==> config.mk <==
export PLATFORM = sky130hd
export DESIGN_NAME = multichannel_decimating_averager
export DESIGN_NICKNAME = d
export VERILOG_FILES = /design/src/avg_pkg.sv /design/src/avg_front.sv /design/src/avg_queue.sv /design/src/avg_back.sv /design/src/multichannel_decimating_averager.sv
export SDC_FILE = /design/constraint.sdc
export NUM_CORES = 1
export LEC_CHECK = 0
export ABC_AREA = 1
export BUFFER_PORTS_ARGS = -buffer_cell sky130_fd_sc_hd__buf_2
export CAP_MARGIN = 20
export CELL_PAD_IN_SITES_DETAIL_PLACEMENT = 0
export CELL_PAD_IN_SITES_GLOBAL_PLACEMENT = 2
export CORE_ASPECT_RATIO = 0.7
export CORE_MARGIN = 10
export CORE_UTILIZATION = 45
export CTS_BUF_LIST = sky130_fd_sc_hd__clkbuf_2 sky130_fd_sc_hd__clkbuf_4 sky130_fd_sc_hd__clkbuf_8
export DETAILED_ROUTE_END_ITERATION = 12
export PLACE_DENSITY_LB_ADDON = 0.2
export SKIP_LAST_GASP = 1
export SLEW_MARGIN = 20
export SYNTH_ARGS = -nofsm -noshare
export SYNTH_HDL_FRONTEND = slang
export SYNTH_HIERARCHICAL = 1
export SYNTH_SLANG_ARGS = --single-unit
==> constraint.sdc <==
create_clock -name clk -period 8.82 [get_ports clk]
set_input_delay 2.205 -clock clk [delete_from_list [all_inputs] [get_ports clk]]
set_output_delay 2.205 -clock clk [all_outputs]
set_load 0.02 [all_outputs]
==> src/avg_pkg.sv <==
// Shared types and constants of the decimating averager.
// No dependencies.
package avg_pkg;

  localparam int SAMPLE_W = 16;
  localparam int AVG_W    = 16;
  localparam int CH_W     = 4;
  localparam int MAX_CH   = 16;
  localparam int CCNT_W   = 5;
  localparam int FCT_W    = 7;
  localparam int MAX_FCT  = 64;
  localparam int PHASE_W  = 6;
  localparam int SUM_W    = 22;
  localparam int REM_W    = FCT_W;
  localparam int STEP_W   = $clog2(SUM_W + 1);
  localparam int Q_DEPTH  = 2;
  localparam int APB_DW   = 32;
  localparam int APB_AW   = 3;

  typedef enum logic {
    REG_CHANNEL_COUNT = 1'b0,
    REG_SUPERSAMPLE   = 1'b1
  } reg_idx_t;

  typedef enum logic {
    BK_IDLE = 1'b0,
    BK_DIV  = 1'b1
  } bk_state_t;

  typedef struct packed {
    logic              en;
    reg_idx_t          idx;
    logic [APB_DW-1:0] data;
  } cfg_wr_t;

  typedef struct packed {
    logic             bypass;
    logic [SUM_W-1:0] dividend;
    logic [FCT_W-1:0] divisor;
    logic [CH_W-1:0]  chan;
  } q_entry_t;

endpackage

==> src/avg_front.sv <==
// Front end: configuration registers, channel/sweep tracking and per-channel sums.
// Emits one request per result into the queue. Depends on avg_pkg.
module avg_front (
  input  logic                              clk,
  input  logic                              rst_n,
  input  avg_pkg::cfg_wr_t                  cfg_wr,
  output logic [avg_pkg::APB_DW-1:0]        cfg_rd_chan,
  output logic [avg_pkg::APB_DW-1:0]        cfg_rd_fct,
  input  logic                              push,
  input  logic [avg_pkg::SAMPLE_W-1:0]      sample,
  input  logic                              q_full,
  output logic                              q_push,
  output avg_pkg::q_entry_t                 q_entry
);
  import avg_pkg::*;

  logic [CCNT_W-1:0]  ccnt_r;
  logic [FCT_W-1:0]   fct_r;
  logic [CH_W-1:0]    pos_r;
  logic [PHASE_W-1:0] phase_r;
  logic [SUM_W-1:0]   sums_r [MAX_CH];

  logic [CCNT_W-1:0]  nch_eff;
  logic [FCT_W-1:0]   fct_eff;
  logic [CH_W-1:0]    pos_eff;
  logic [PHASE_W-1:0] phase_eff;
  logic [CCNT_W-1:0]  pos_inc;
  logic [FCT_W-1:0]   phase_inc;
  logic               wrap;
  logic               pass;
  logic               last;
  logic               accept;
  logic [SUM_W-1:0]   sum_nxt;
  logic [CH_W-1:0]    pos_nxt;
  logic [PHASE_W-1:0] phase_nxt;

  always_comb begin
    if (ccnt_r == '0) begin
      nch_eff = CCNT_W'(1);
    end else if (ccnt_r > CCNT_W'(MAX_CH)) begin
      nch_eff = CCNT_W'(MAX_CH);
    end else begin
      nch_eff = ccnt_r;
    end
    if (fct_r == '0) begin
      fct_eff = FCT_W'(1);
    end else if (fct_r > FCT_W'(MAX_FCT)) begin
      fct_eff = FCT_W'(MAX_FCT);
    end else begin
      fct_eff = fct_r;
    end
  end

  assign pos_eff   = ({1'b0, pos_r} >= nch_eff) ? '0 : pos_r;
  assign pass      = (fct_eff == FCT_W'(1));
  assign phase_eff = ({1'b0, phase_r} >= fct_eff) ? '0 : phase_r;
  assign last      = ({1'b0, phase_eff} == (fct_eff - FCT_W'(1)));
  assign accept    = push && !q_full;
  assign sum_nxt   = sums_r[pos_eff] + SUM_W'(sample);
  assign pos_inc   = {1'b0, pos_eff} + CCNT_W'(1);
  assign wrap      = (pos_inc >= nch_eff);
  assign phase_inc = {1'b0, phase_eff} + FCT_W'(1);

  always_comb begin
    pos_nxt   = wrap ? '0 : pos_inc[CH_W-1:0];
    phase_nxt = phase_r;
    if (pass) begin
      phase_nxt = '0;
    end else if (wrap) begin
      phase_nxt = (phase_inc >= fct_eff) ? '0 : phase_inc[PHASE_W-1:0];
    end else begin
      phase_nxt = phase_eff;
    end
  end

  assign q_push           = accept && (pass || last);
  assign q_entry.bypass   = pass;
  assign q_entry.dividend = pass ? SUM_W'(sample) : sum_nxt;
  assign q_entry.divisor  = fct_eff;
  assign q_entry.chan     = pos_eff;

  assign cfg_rd_chan = APB_DW'(ccnt_r);
  assign cfg_rd_fct  = APB_DW'(fct_r);

  always_ff @(posedge clk) begin
    if (!rst_n) begin
      ccnt_r  <= CCNT_W'(1);
      fct_r   <= FCT_W'(1);
      pos_r   <= '0;
      phase_r <= '0;
      for (int i = 0; i < MAX_CH; i++) begin
        sums_r[i] <= '0;
      end
    end else if (cfg_wr.en) begin
      if (cfg_wr.idx == REG_CHANNEL_COUNT) begin
        ccnt_r <= cfg_wr.data[CCNT_W-1:0];
      end else begin
        fct_r <= cfg_wr.data[FCT_W-1:0];
      end
      pos_r   <= '0;
      phase_r <= '0;
      for (int i = 0; i < MAX_CH; i++) begin
        sums_r[i] <= '0;
      end
    end else if (accept) begin
      pos_r   <= pos_nxt;
      phase_r <= phase_nxt;
      if (!pass) begin
        sums_r[pos_eff] <= last ? '0 : sum_nxt;
      end
    end
  end

endmodule

==> src/avg_queue.sv <==
// Short request queue between the front end and the divider.
// Depends on avg_pkg.
module avg_queue (
  input  logic               clk,
  input  logic               rst_n,
  input  logic               wr_en,
  input  avg_pkg::q_entry_t  wr_data,
  output logic               full,
  input  logic               rd_en,
  output avg_pkg::q_entry_t  rd_data,
  output logic               empty
);
  import avg_pkg::*;

  localparam int PTR_W = (Q_DEPTH > 1) ? $clog2(Q_DEPTH) : 1;
  localparam int CNT_W = $clog2(Q_DEPTH + 1);

  q_entry_t         mem_r [Q_DEPTH];
  logic [PTR_W-1:0] wr_ptr_r;
  logic [PTR_W-1:0] rd_ptr_r;
  logic [CNT_W-1:0] cnt_r;
  logic             do_wr;
  logic             do_rd;

  assign full    = (cnt_r == CNT_W'(Q_DEPTH));
  assign empty   = (cnt_r == '0);
  assign do_wr   = wr_en && !full;
  assign do_rd   = rd_en && !empty;
  assign rd_data = mem_r[rd_ptr_r];

  function automatic logic [PTR_W-1:0] ptr_inc(input logic [PTR_W-1:0] p);
    ptr_inc = (p == PTR_W'(Q_DEPTH - 1)) ? '0 : p + PTR_W'(1);
  endfunction

  always_ff @(posedge clk) begin
    if (do_wr) begin
      mem_r[wr_ptr_r] <= wr_data;
    end
  end

  always_ff @(posedge clk) begin
    if (!rst_n) begin
      wr_ptr_r <= '0;
      rd_ptr_r <= '0;
      cnt_r    <= '0;
    end else begin
      if (do_wr) begin
        wr_ptr_r <= ptr_inc(wr_ptr_r);
      end
      if (do_rd) begin
        rd_ptr_r <= ptr_inc(rd_ptr_r);
      end
      if (do_wr && !do_rd) begin
        cnt_r <= cnt_r + CNT_W'(1);
      end else if (do_rd && !do_wr) begin
        cnt_r <= cnt_r - CNT_W'(1);
      end
    end
  end

endmodule

==> src/avg_back.sv <==
// Back end: restoring divider, one quotient bit per cycle, and the result register.
// Depends on avg_pkg.
module avg_back (
  input  logic                          clk,
  input  logic                          rst_n,
  input  logic                          q_empty,
  input  avg_pkg::q_entry_t             q_entry,
  output logic                          q_pop,
  output logic                          out_empty,
  input  logic                          out_pop,
  output logic [avg_pkg::AVG_W-1:0]     out_value,
  output logic [avg_pkg::CH_W-1:0]      out_chan
);
  import avg_pkg::*;

  bk_state_t          state_r;
  bk_state_t          state_nxt;
  logic [SUM_W-1:0]   quo_r;
  logic [REM_W-1:0]   rem_r;
  logic [FCT_W-1:0]   div_r;
  logic [CH_W-1:0]    chan_r;
  logic [STEP_W-1:0]  step_r;
  logic               out_vld_r;
  logic [AVG_W-1:0]   res_val_r;
  logic [CH_W-1:0]    res_chan_r;

  logic               finish;
  logic [REM_W:0]     shifted;
  logic [REM_W:0]     diff;
  logic               ge;
  logic [REM_W-1:0]   rem_nxt;

  assign shifted = {rem_r, quo_r[SUM_W-1]};
  assign ge      = (shifted >= {1'b0, div_r});
  assign diff    = shifted - {1'b0, div_r};
  assign rem_nxt = ge ? diff[REM_W-1:0] : shifted[REM_W-1:0];

  always_comb begin
    state_nxt = state_r;
    case (state_r)
      BK_IDLE: begin
        if (!q_empty) begin
          state_nxt = BK_DIV;
        end
      end
      BK_DIV: begin
        if (finish) begin
          state_nxt = BK_IDLE;
        end
      end
      default: state_nxt = BK_IDLE;
    endcase
  end

  always_comb begin
    q_pop  = 1'b0;
    finish = 1'b0;
    case (state_r)
      BK_IDLE: q_pop  = !q_empty;
      BK_DIV:  finish = (step_r == '0) && (!out_vld_r || out_pop);
      default: begin
        q_pop  = 1'b0;
        finish = 1'b0;
      end
    endcase
  end

  always_ff @(posedge clk) begin
    if (!rst_n) begin
      state_r   <= BK_IDLE;
      step_r    <= '0;
      out_vld_r <= 1'b0;
    end else begin
      state_r <= state_nxt;
      if (q_pop) begin
        step_r <= q_entry.bypass ? '0 : STEP_W'(SUM_W);
      end else if (state_r == BK_DIV && step_r != '0) begin
        step_r <= step_r - STEP_W'(1);
      end
      if (finish) begin
        out_vld_r <= 1'b1;
      end else if (out_pop) begin
        out_vld_r <= 1'b0;
      end
    end
  end

  always_ff @(posedge clk) begin
    if (q_pop) begin
      quo_r  <= q_entry.dividend;
      rem_r  <= '0;
      div_r  <= q_entry.divisor;
      chan_r <= q_entry.chan;
    end else if (state_r == BK_DIV && step_r != '0) begin
      quo_r <= {quo_r[SUM_W-2:0], ge};
      rem_r <= rem_nxt;
    end
    if (finish) begin
      res_val_r  <= quo_r[AVG_W-1:0];
      res_chan_r <= chan_r;
    end
  end

  assign out_empty = !out_vld_r;
  assign out_value = res_val_r;
  assign out_chan  = res_chan_r;

endmodule

==> src/multichannel_decimating_averager.sv <==
// Usage notes
// Input channel: a converter sample is taken when push is high and full is low.
// Samples come round-robin, channel 0 first, over channel_count channels.
// Result channel: while empty is low, out_average_value and out_channel_index
// hold the oldest result; pop with empty low takes it.
// Config: APB-style writes; channel_count at 0x0, supersample_factor at 0x4.
// Any write clears all sums and restarts the sweep at channel 0.
// With a factor of 1 each sample is passed through the queue to the divider
// with no divide steps, and the divider takes one request at a time.
// Otherwise the last sweep of each group gives one result per channel;
// each takes load, 22 restoring divide steps and result write, and the
// result write waits while the previous result has not been popped.
// Sweeps without results are taken at one sample per cycle while full is low.
// A 2-entry queue decouples the front from the divider, so samples are
// taken while a result waits; full rises when queue and divider are busy.
// Reset: channel_count and supersample_factor become 1, sums clear,
// queue and result register empty.
// Depends on avg_pkg, avg_front, avg_queue, avg_back.
module multichannel_decimating_averager (
  input  logic                            clk,
  input  logic                            rst_n,
  input  logic                            push,
  output logic                            full,
  input  logic [avg_pkg::SAMPLE_W-1:0]    in_sample_value,
  output logic                            empty,
  input  logic                            pop,
  output logic [avg_pkg::AVG_W-1:0]       out_average_value,
  output logic [avg_pkg::CH_W-1:0]        out_channel_index,
  input  logic                            psel,
  input  logic                            penable,
  input  logic                            pwrite,
  input  logic [avg_pkg::APB_AW-1:0]      paddr,
  input  logic [avg_pkg::APB_DW-1:0]      pwdata,
  output logic [avg_pkg::APB_DW-1:0]      prdata,
  output logic                            pready
);
  import avg_pkg::*;

  cfg_wr_t           cfg_wr;
  logic [APB_DW-1:0] rd_chan;
  logic [APB_DW-1:0] rd_fct;
  logic              q_full;
  logic              q_empty;
  logic              q_push;
  logic              q_pop;
  q_entry_t          q_wr;
  q_entry_t          q_rd;

  assign pready      = 1'b1;
  assign cfg_wr.en   = psel && penable && pwrite;
  assign cfg_wr.idx  = reg_idx_t'(paddr[2]);
  assign cfg_wr.data = pwdata;
  assign prdata      = (reg_idx_t'(paddr[2]) == REG_CHANNEL_COUNT) ? rd_chan : rd_fct;
  assign full        = q_full;

  avg_front u_front (
    .clk         (clk),
    .rst_n       (rst_n),
    .cfg_wr      (cfg_wr),
    .cfg_rd_chan (rd_chan),
    .cfg_rd_fct  (rd_fct),
    .push        (push),
    .sample      (in_sample_value),
    .q_full      (q_full),
    .q_push      (q_push),
    .q_entry     (q_wr)
  );

  avg_queue u_queue (
    .clk     (clk),
    .rst_n   (rst_n),
    .wr_en   (q_push),
    .wr_data (q_wr),
    .full    (q_full),
    .rd_en   (q_pop),
    .rd_data (q_rd),
    .empty   (q_empty)
  );

  avg_back u_back (
    .clk       (clk),
    .rst_n     (rst_n),
    .q_empty   (q_empty),
    .q_entry   (q_rd),
    .q_pop     (q_pop),
    .out_empty (empty),
    .out_pop   (pop),
    .out_value (out_average_value),
    .out_chan  (out_channel_index)
  );

endmodule

==> results.sh <==
export IMPL_finalNetCount=2781
export IMPL_cpPeakStageDelay_ns=0.73
export IMPL_tritoncts="built"
export IMPL_portBuffers=59
export IMPL_tns_ns=0
export IMPL_diodes=0
export IMPL_syn_inst=2618
export IMPL_finalClockSkew_ns=0.03072
export IMPL_path_max_fanout=37
export IMPL_final_layout_size_suffix_gt1_share_pct=15.06
export IMPL_drc=0
export IMPL_cts_root_buf="clkbuf_8"
export IMPL_htree_levels=3
export IMPL_crit_start="u_front/pos_r[0]$_SDFFE_PP0P_"
export IMPL_rows=73
export IMPL_netlist_area_sq_um=26030
export IMPL_synth_most_common_cell="nand2_1"
export IMPL_p_per_area_nw_per_um2=238.7
export IMPL_first_global_vias=17842
export IMPL_power_frac_clock_pct=29.7
export IMPL_hold_class="reg2reg"
export IMPL_drt_iter0_drc=1539
export IMPL_start_util_pct=45.67
export IMPL_r2r_slack_ns=2.17
export IMPL_vias_per_cell=5.296
export IMPL_wl_per_cell_microns=20.30
export IMPL_vias=18425
export IMPL_rsz0062_at_grt="false"
export IMPL_synth_top_area_share_pct=54.57
export IMPL_clock_fmax_mhz=150.3
export IMPL_crit_family="simple AND/OR/NAND/NOR gates"
export IMPL_async_reset_ff_share_pct=0
export IMPL_grt_use_total_pct=20.45
export IMPL_grt_max_degree=171
export IMPL_p_leak_uw=0.01146
export IMPL_cts_resized=0
export IMPL_avgSynthCellArea_sq_um=9.942
export IMPL_swShare_pct=32.64
export IMPL_postCtsHoldBufs=0
export IMPL_num_io_pins=113
export IMPL_critPathCaptureType="register"
export IMPL_areaGrowthSynthToFinish_pct=8.283
export IMPL_finalHoldViolCount=0
export IMPL_grt_pass1_wl_mm=107.8
export IMPL_critPathArrivalTime_ns=7.17
export IMPL_r2r_cells=28
export IMPL_synth_common_cells="714 x nand2_1, 473 x edfxtp_1, 416 x nor2_1"
export IMPL_cp_num_cells=28
export IMPL_place_gp_congestion=0.7991
export IMPL_cts_clk_slew_worst_paths_ns=0.06
export IMPL_dieArea_sq_um=68010
export IMPL_routed_wl_mm=70.62
export IMPL_status="finished, final reports clean"
export IMPL_path_buf_inv=3
export IMPL_p_switching_uw=2196
export IMPL_synth_top_flop_cell="edfxtp_1"
export IMPL_critPathLaunchType="register"
export IMPL_layout_min_cycle_time_ns=6.653
export IMPL_die_y_microns=221.2
export IMPL_ys_seq_area_share_pct=57.73
export IMPL_postCtsSetupBuffers=0
export IMPL_final_util_pct=49.45
export IMPL_yosys_area_top_type="edfxtp_1"
export IMPL_cts_made_buffers=83
export IMPL_final_antenna_net_count=0
export IMPL_crit_path_frequent_cell="nand2_1"
export IMPL_synth_edf_count=473
export IMPL_comb_power_share_pct=23.6
export IMPL_cap_violations=0
export IMPL_cts_sinks=514
export IMPL_drt_pass1_iter_count=5
export IMPL_dp_hpwl_mm=44.63
export IMPL_antenna_found_initial=0
export IMPL_ys_ff_latch=514
export IMPL_power_frac_seq_pct=46.8
export IMPL_setup_viol=0
export IMPL_clock_path_buffers=3
export IMPL_crit_type="reg2reg"
export IMPL_finalMaxSlewViolations=0
export IMPL_slew_headroom_pct=29.30
export IMPL_timing_rr_end="u_front/sums_r[5][18]$_SDFFCE_PN0P_"
export IMPL_crit_end="u_front/sums_r[5][18]$_SDFFCE_PN0P_"
export IMPL_irDropWorstVdd_mv=0.1411
export IMPL_grt_overflow=0
export IMPL_fin_crit_sh_pct=75.43
export IMPL_insertion_delay_ns=0.69
export IMPL_worstMarginPinSlew_ns=1.058
export IMPL_synth_distinct_cells=56
export IMPL_r2r_start="u_front/pos_r[0]$_SDFFE_PP0P_"
export IMPL_core_sq_um=56990
export IMPL_critPathSlowestCell="dfxtp_4"
export IMPL_p_int_uw=4532
export IMPL_worstPathRequired_ns=9.34
export IMPL_yosysWarnings=6
export IMPL_die_x_microns=307.5
export IMPL_synth_area_top_cells="edfxtp_1 55%, nand2_1 10%, nor2_1 6.0%, dfxtp_1 3.2%, ha_1 2.6%"
## layer usage
layer	vias up	wire [microns]	global-route usage [%]
li1	8818	-	-
met1	8931	33750	29.87
met2	567	30580	30.42
met3	109	4601	3.825
met4	0	1697	6.075
met5	-	0	0
## logic make-up (layout without fill, tap and decap cells)
logic type,after synthesis,after routing,share of synthesized area (%)
and+or+nand+nor,1363,1363,22.40
DFF,514,514,57.73
buffers and inverters,359,419,7.470
AOI/OAI and AO/OA,264,264,6.836
adders and majority gates,57,57,2.798
muxes,34,34,1.904
xor gates and xnor gates,25,25,0.8413
other,2,53,0.02885
## worst min path at each step
| stage | start | to | cells after the start |
|---|---|---|---|
| floorplan | u_back/chan_r[0]$_DFFE_PP_ | u_back/out_chan[0]$_DFFE_PP_ | 0 |
| global placement | u_back/chan_r[3]$_DFFE_PP_ | u_back/out_chan[3]$_DFFE_PP_ | 0 |
| detailed placement | u_back/chan_r[3]$_DFFE_PP_ | u_back/out_chan[3]$_DFFE_PP_ | 0 |
| CTS | u_back/chan_r[3]$_DFFE_PP_ | u_back/out_chan[3]$_DFFE_PP_ | 0 |
| global route | u_back/chan_r[3]$_DFFE_PP_ | u_back/out_chan[3]$_DFFE_PP_ | 0 |
| finish | u_back/chan_r[3]$_DFFE_PP_ | u_back/out_chan[3]$_DFFE_PP_ | 0 |
## state kept, by name, indices dropped and copies added, names as in the netlist, 2 cells and up, named ones only
signal,count
u_front/fct_r,7
u_back/out_chan,4
u_back/out_value,16
u_front/ccnt_r,5
u_queue/mem_r,68
u_front/phase_r,6
u_back/div_r,7
u_back/chan_r,4
u_queue/cnt_r,2
u_back/rem_r,7
u_back/step_r,5
u_back/quo_r,22
u_front/pos_r,4
u_front/sums_r,352
## cell usage in the layout (no fill, tap or decap), drive strengths merged, types with 2 or more instances in the layout
master    n
a21oi   112
a221oi   17
a32o     65
buf     114
clkbuf  112
clkinv   34
conb     53
dfxtp    41
edfxtp  473
fa        2
ha       55
inv     158
mux2     34
nand2   752
nand3    79
nand3b    5
nand4    39
nor2    475
nor3      7
o211ai    3
o21a      4
o21ai    49
o21bai    2
o22ai     4
o32ai     2
or2       5
xnor2     6
xor2     19
## power by group through the flow
| stage | Combinational [uW] | Sequential, uW | Clock (uW) |
|---|---|---|---|
| after floorplan | 1180 | 3210 | 0 |
| after global placement | 1550 | 3190 | 0 |
| after detailed placement | 1580 | 3200 | 0 |
| after CTS | 1590 | 3150 | 2050 |
| after global routing | 1760 | 3180 | 2160 |
| final | 1590 | 3150 | 2000 |
## final cells by class
type	count	area (sq um)
repair buffers	114	778.2
well taps	750	938.4
clock inverters	36	173.9
inverters	157	601.8
clock buffers	112	1385
fillers	5339	28810
flip-flops and latches	514	15030
multi-input cells	1796	9276
## per-stage QoR
| stage | setup WS [ns] | power (uW) | hold WS [ns] | instance area [sq um] | instances |
|---|---|---|---|---|---|
| floorplan | 3.268 | 4389 | 0.4003 | 26220 | 2669 |
| global placement | 2.291 | 4740 | 0.4125 | 26600 | 3330 |
| detailed placement | 2.231 | 4775 | 0.4114 | 26600 | 3330 |
| CTS | 2.164 | 6784 | 0.4283 | 28160 | 3478 |
| global route | 1.790 | 7093 | 0.4344 | 28180 | 3479 |
| finish | 2.167 | 6728 | 0.4293 | 28180 | 3479 |
(Power assumes the default switching activity.)
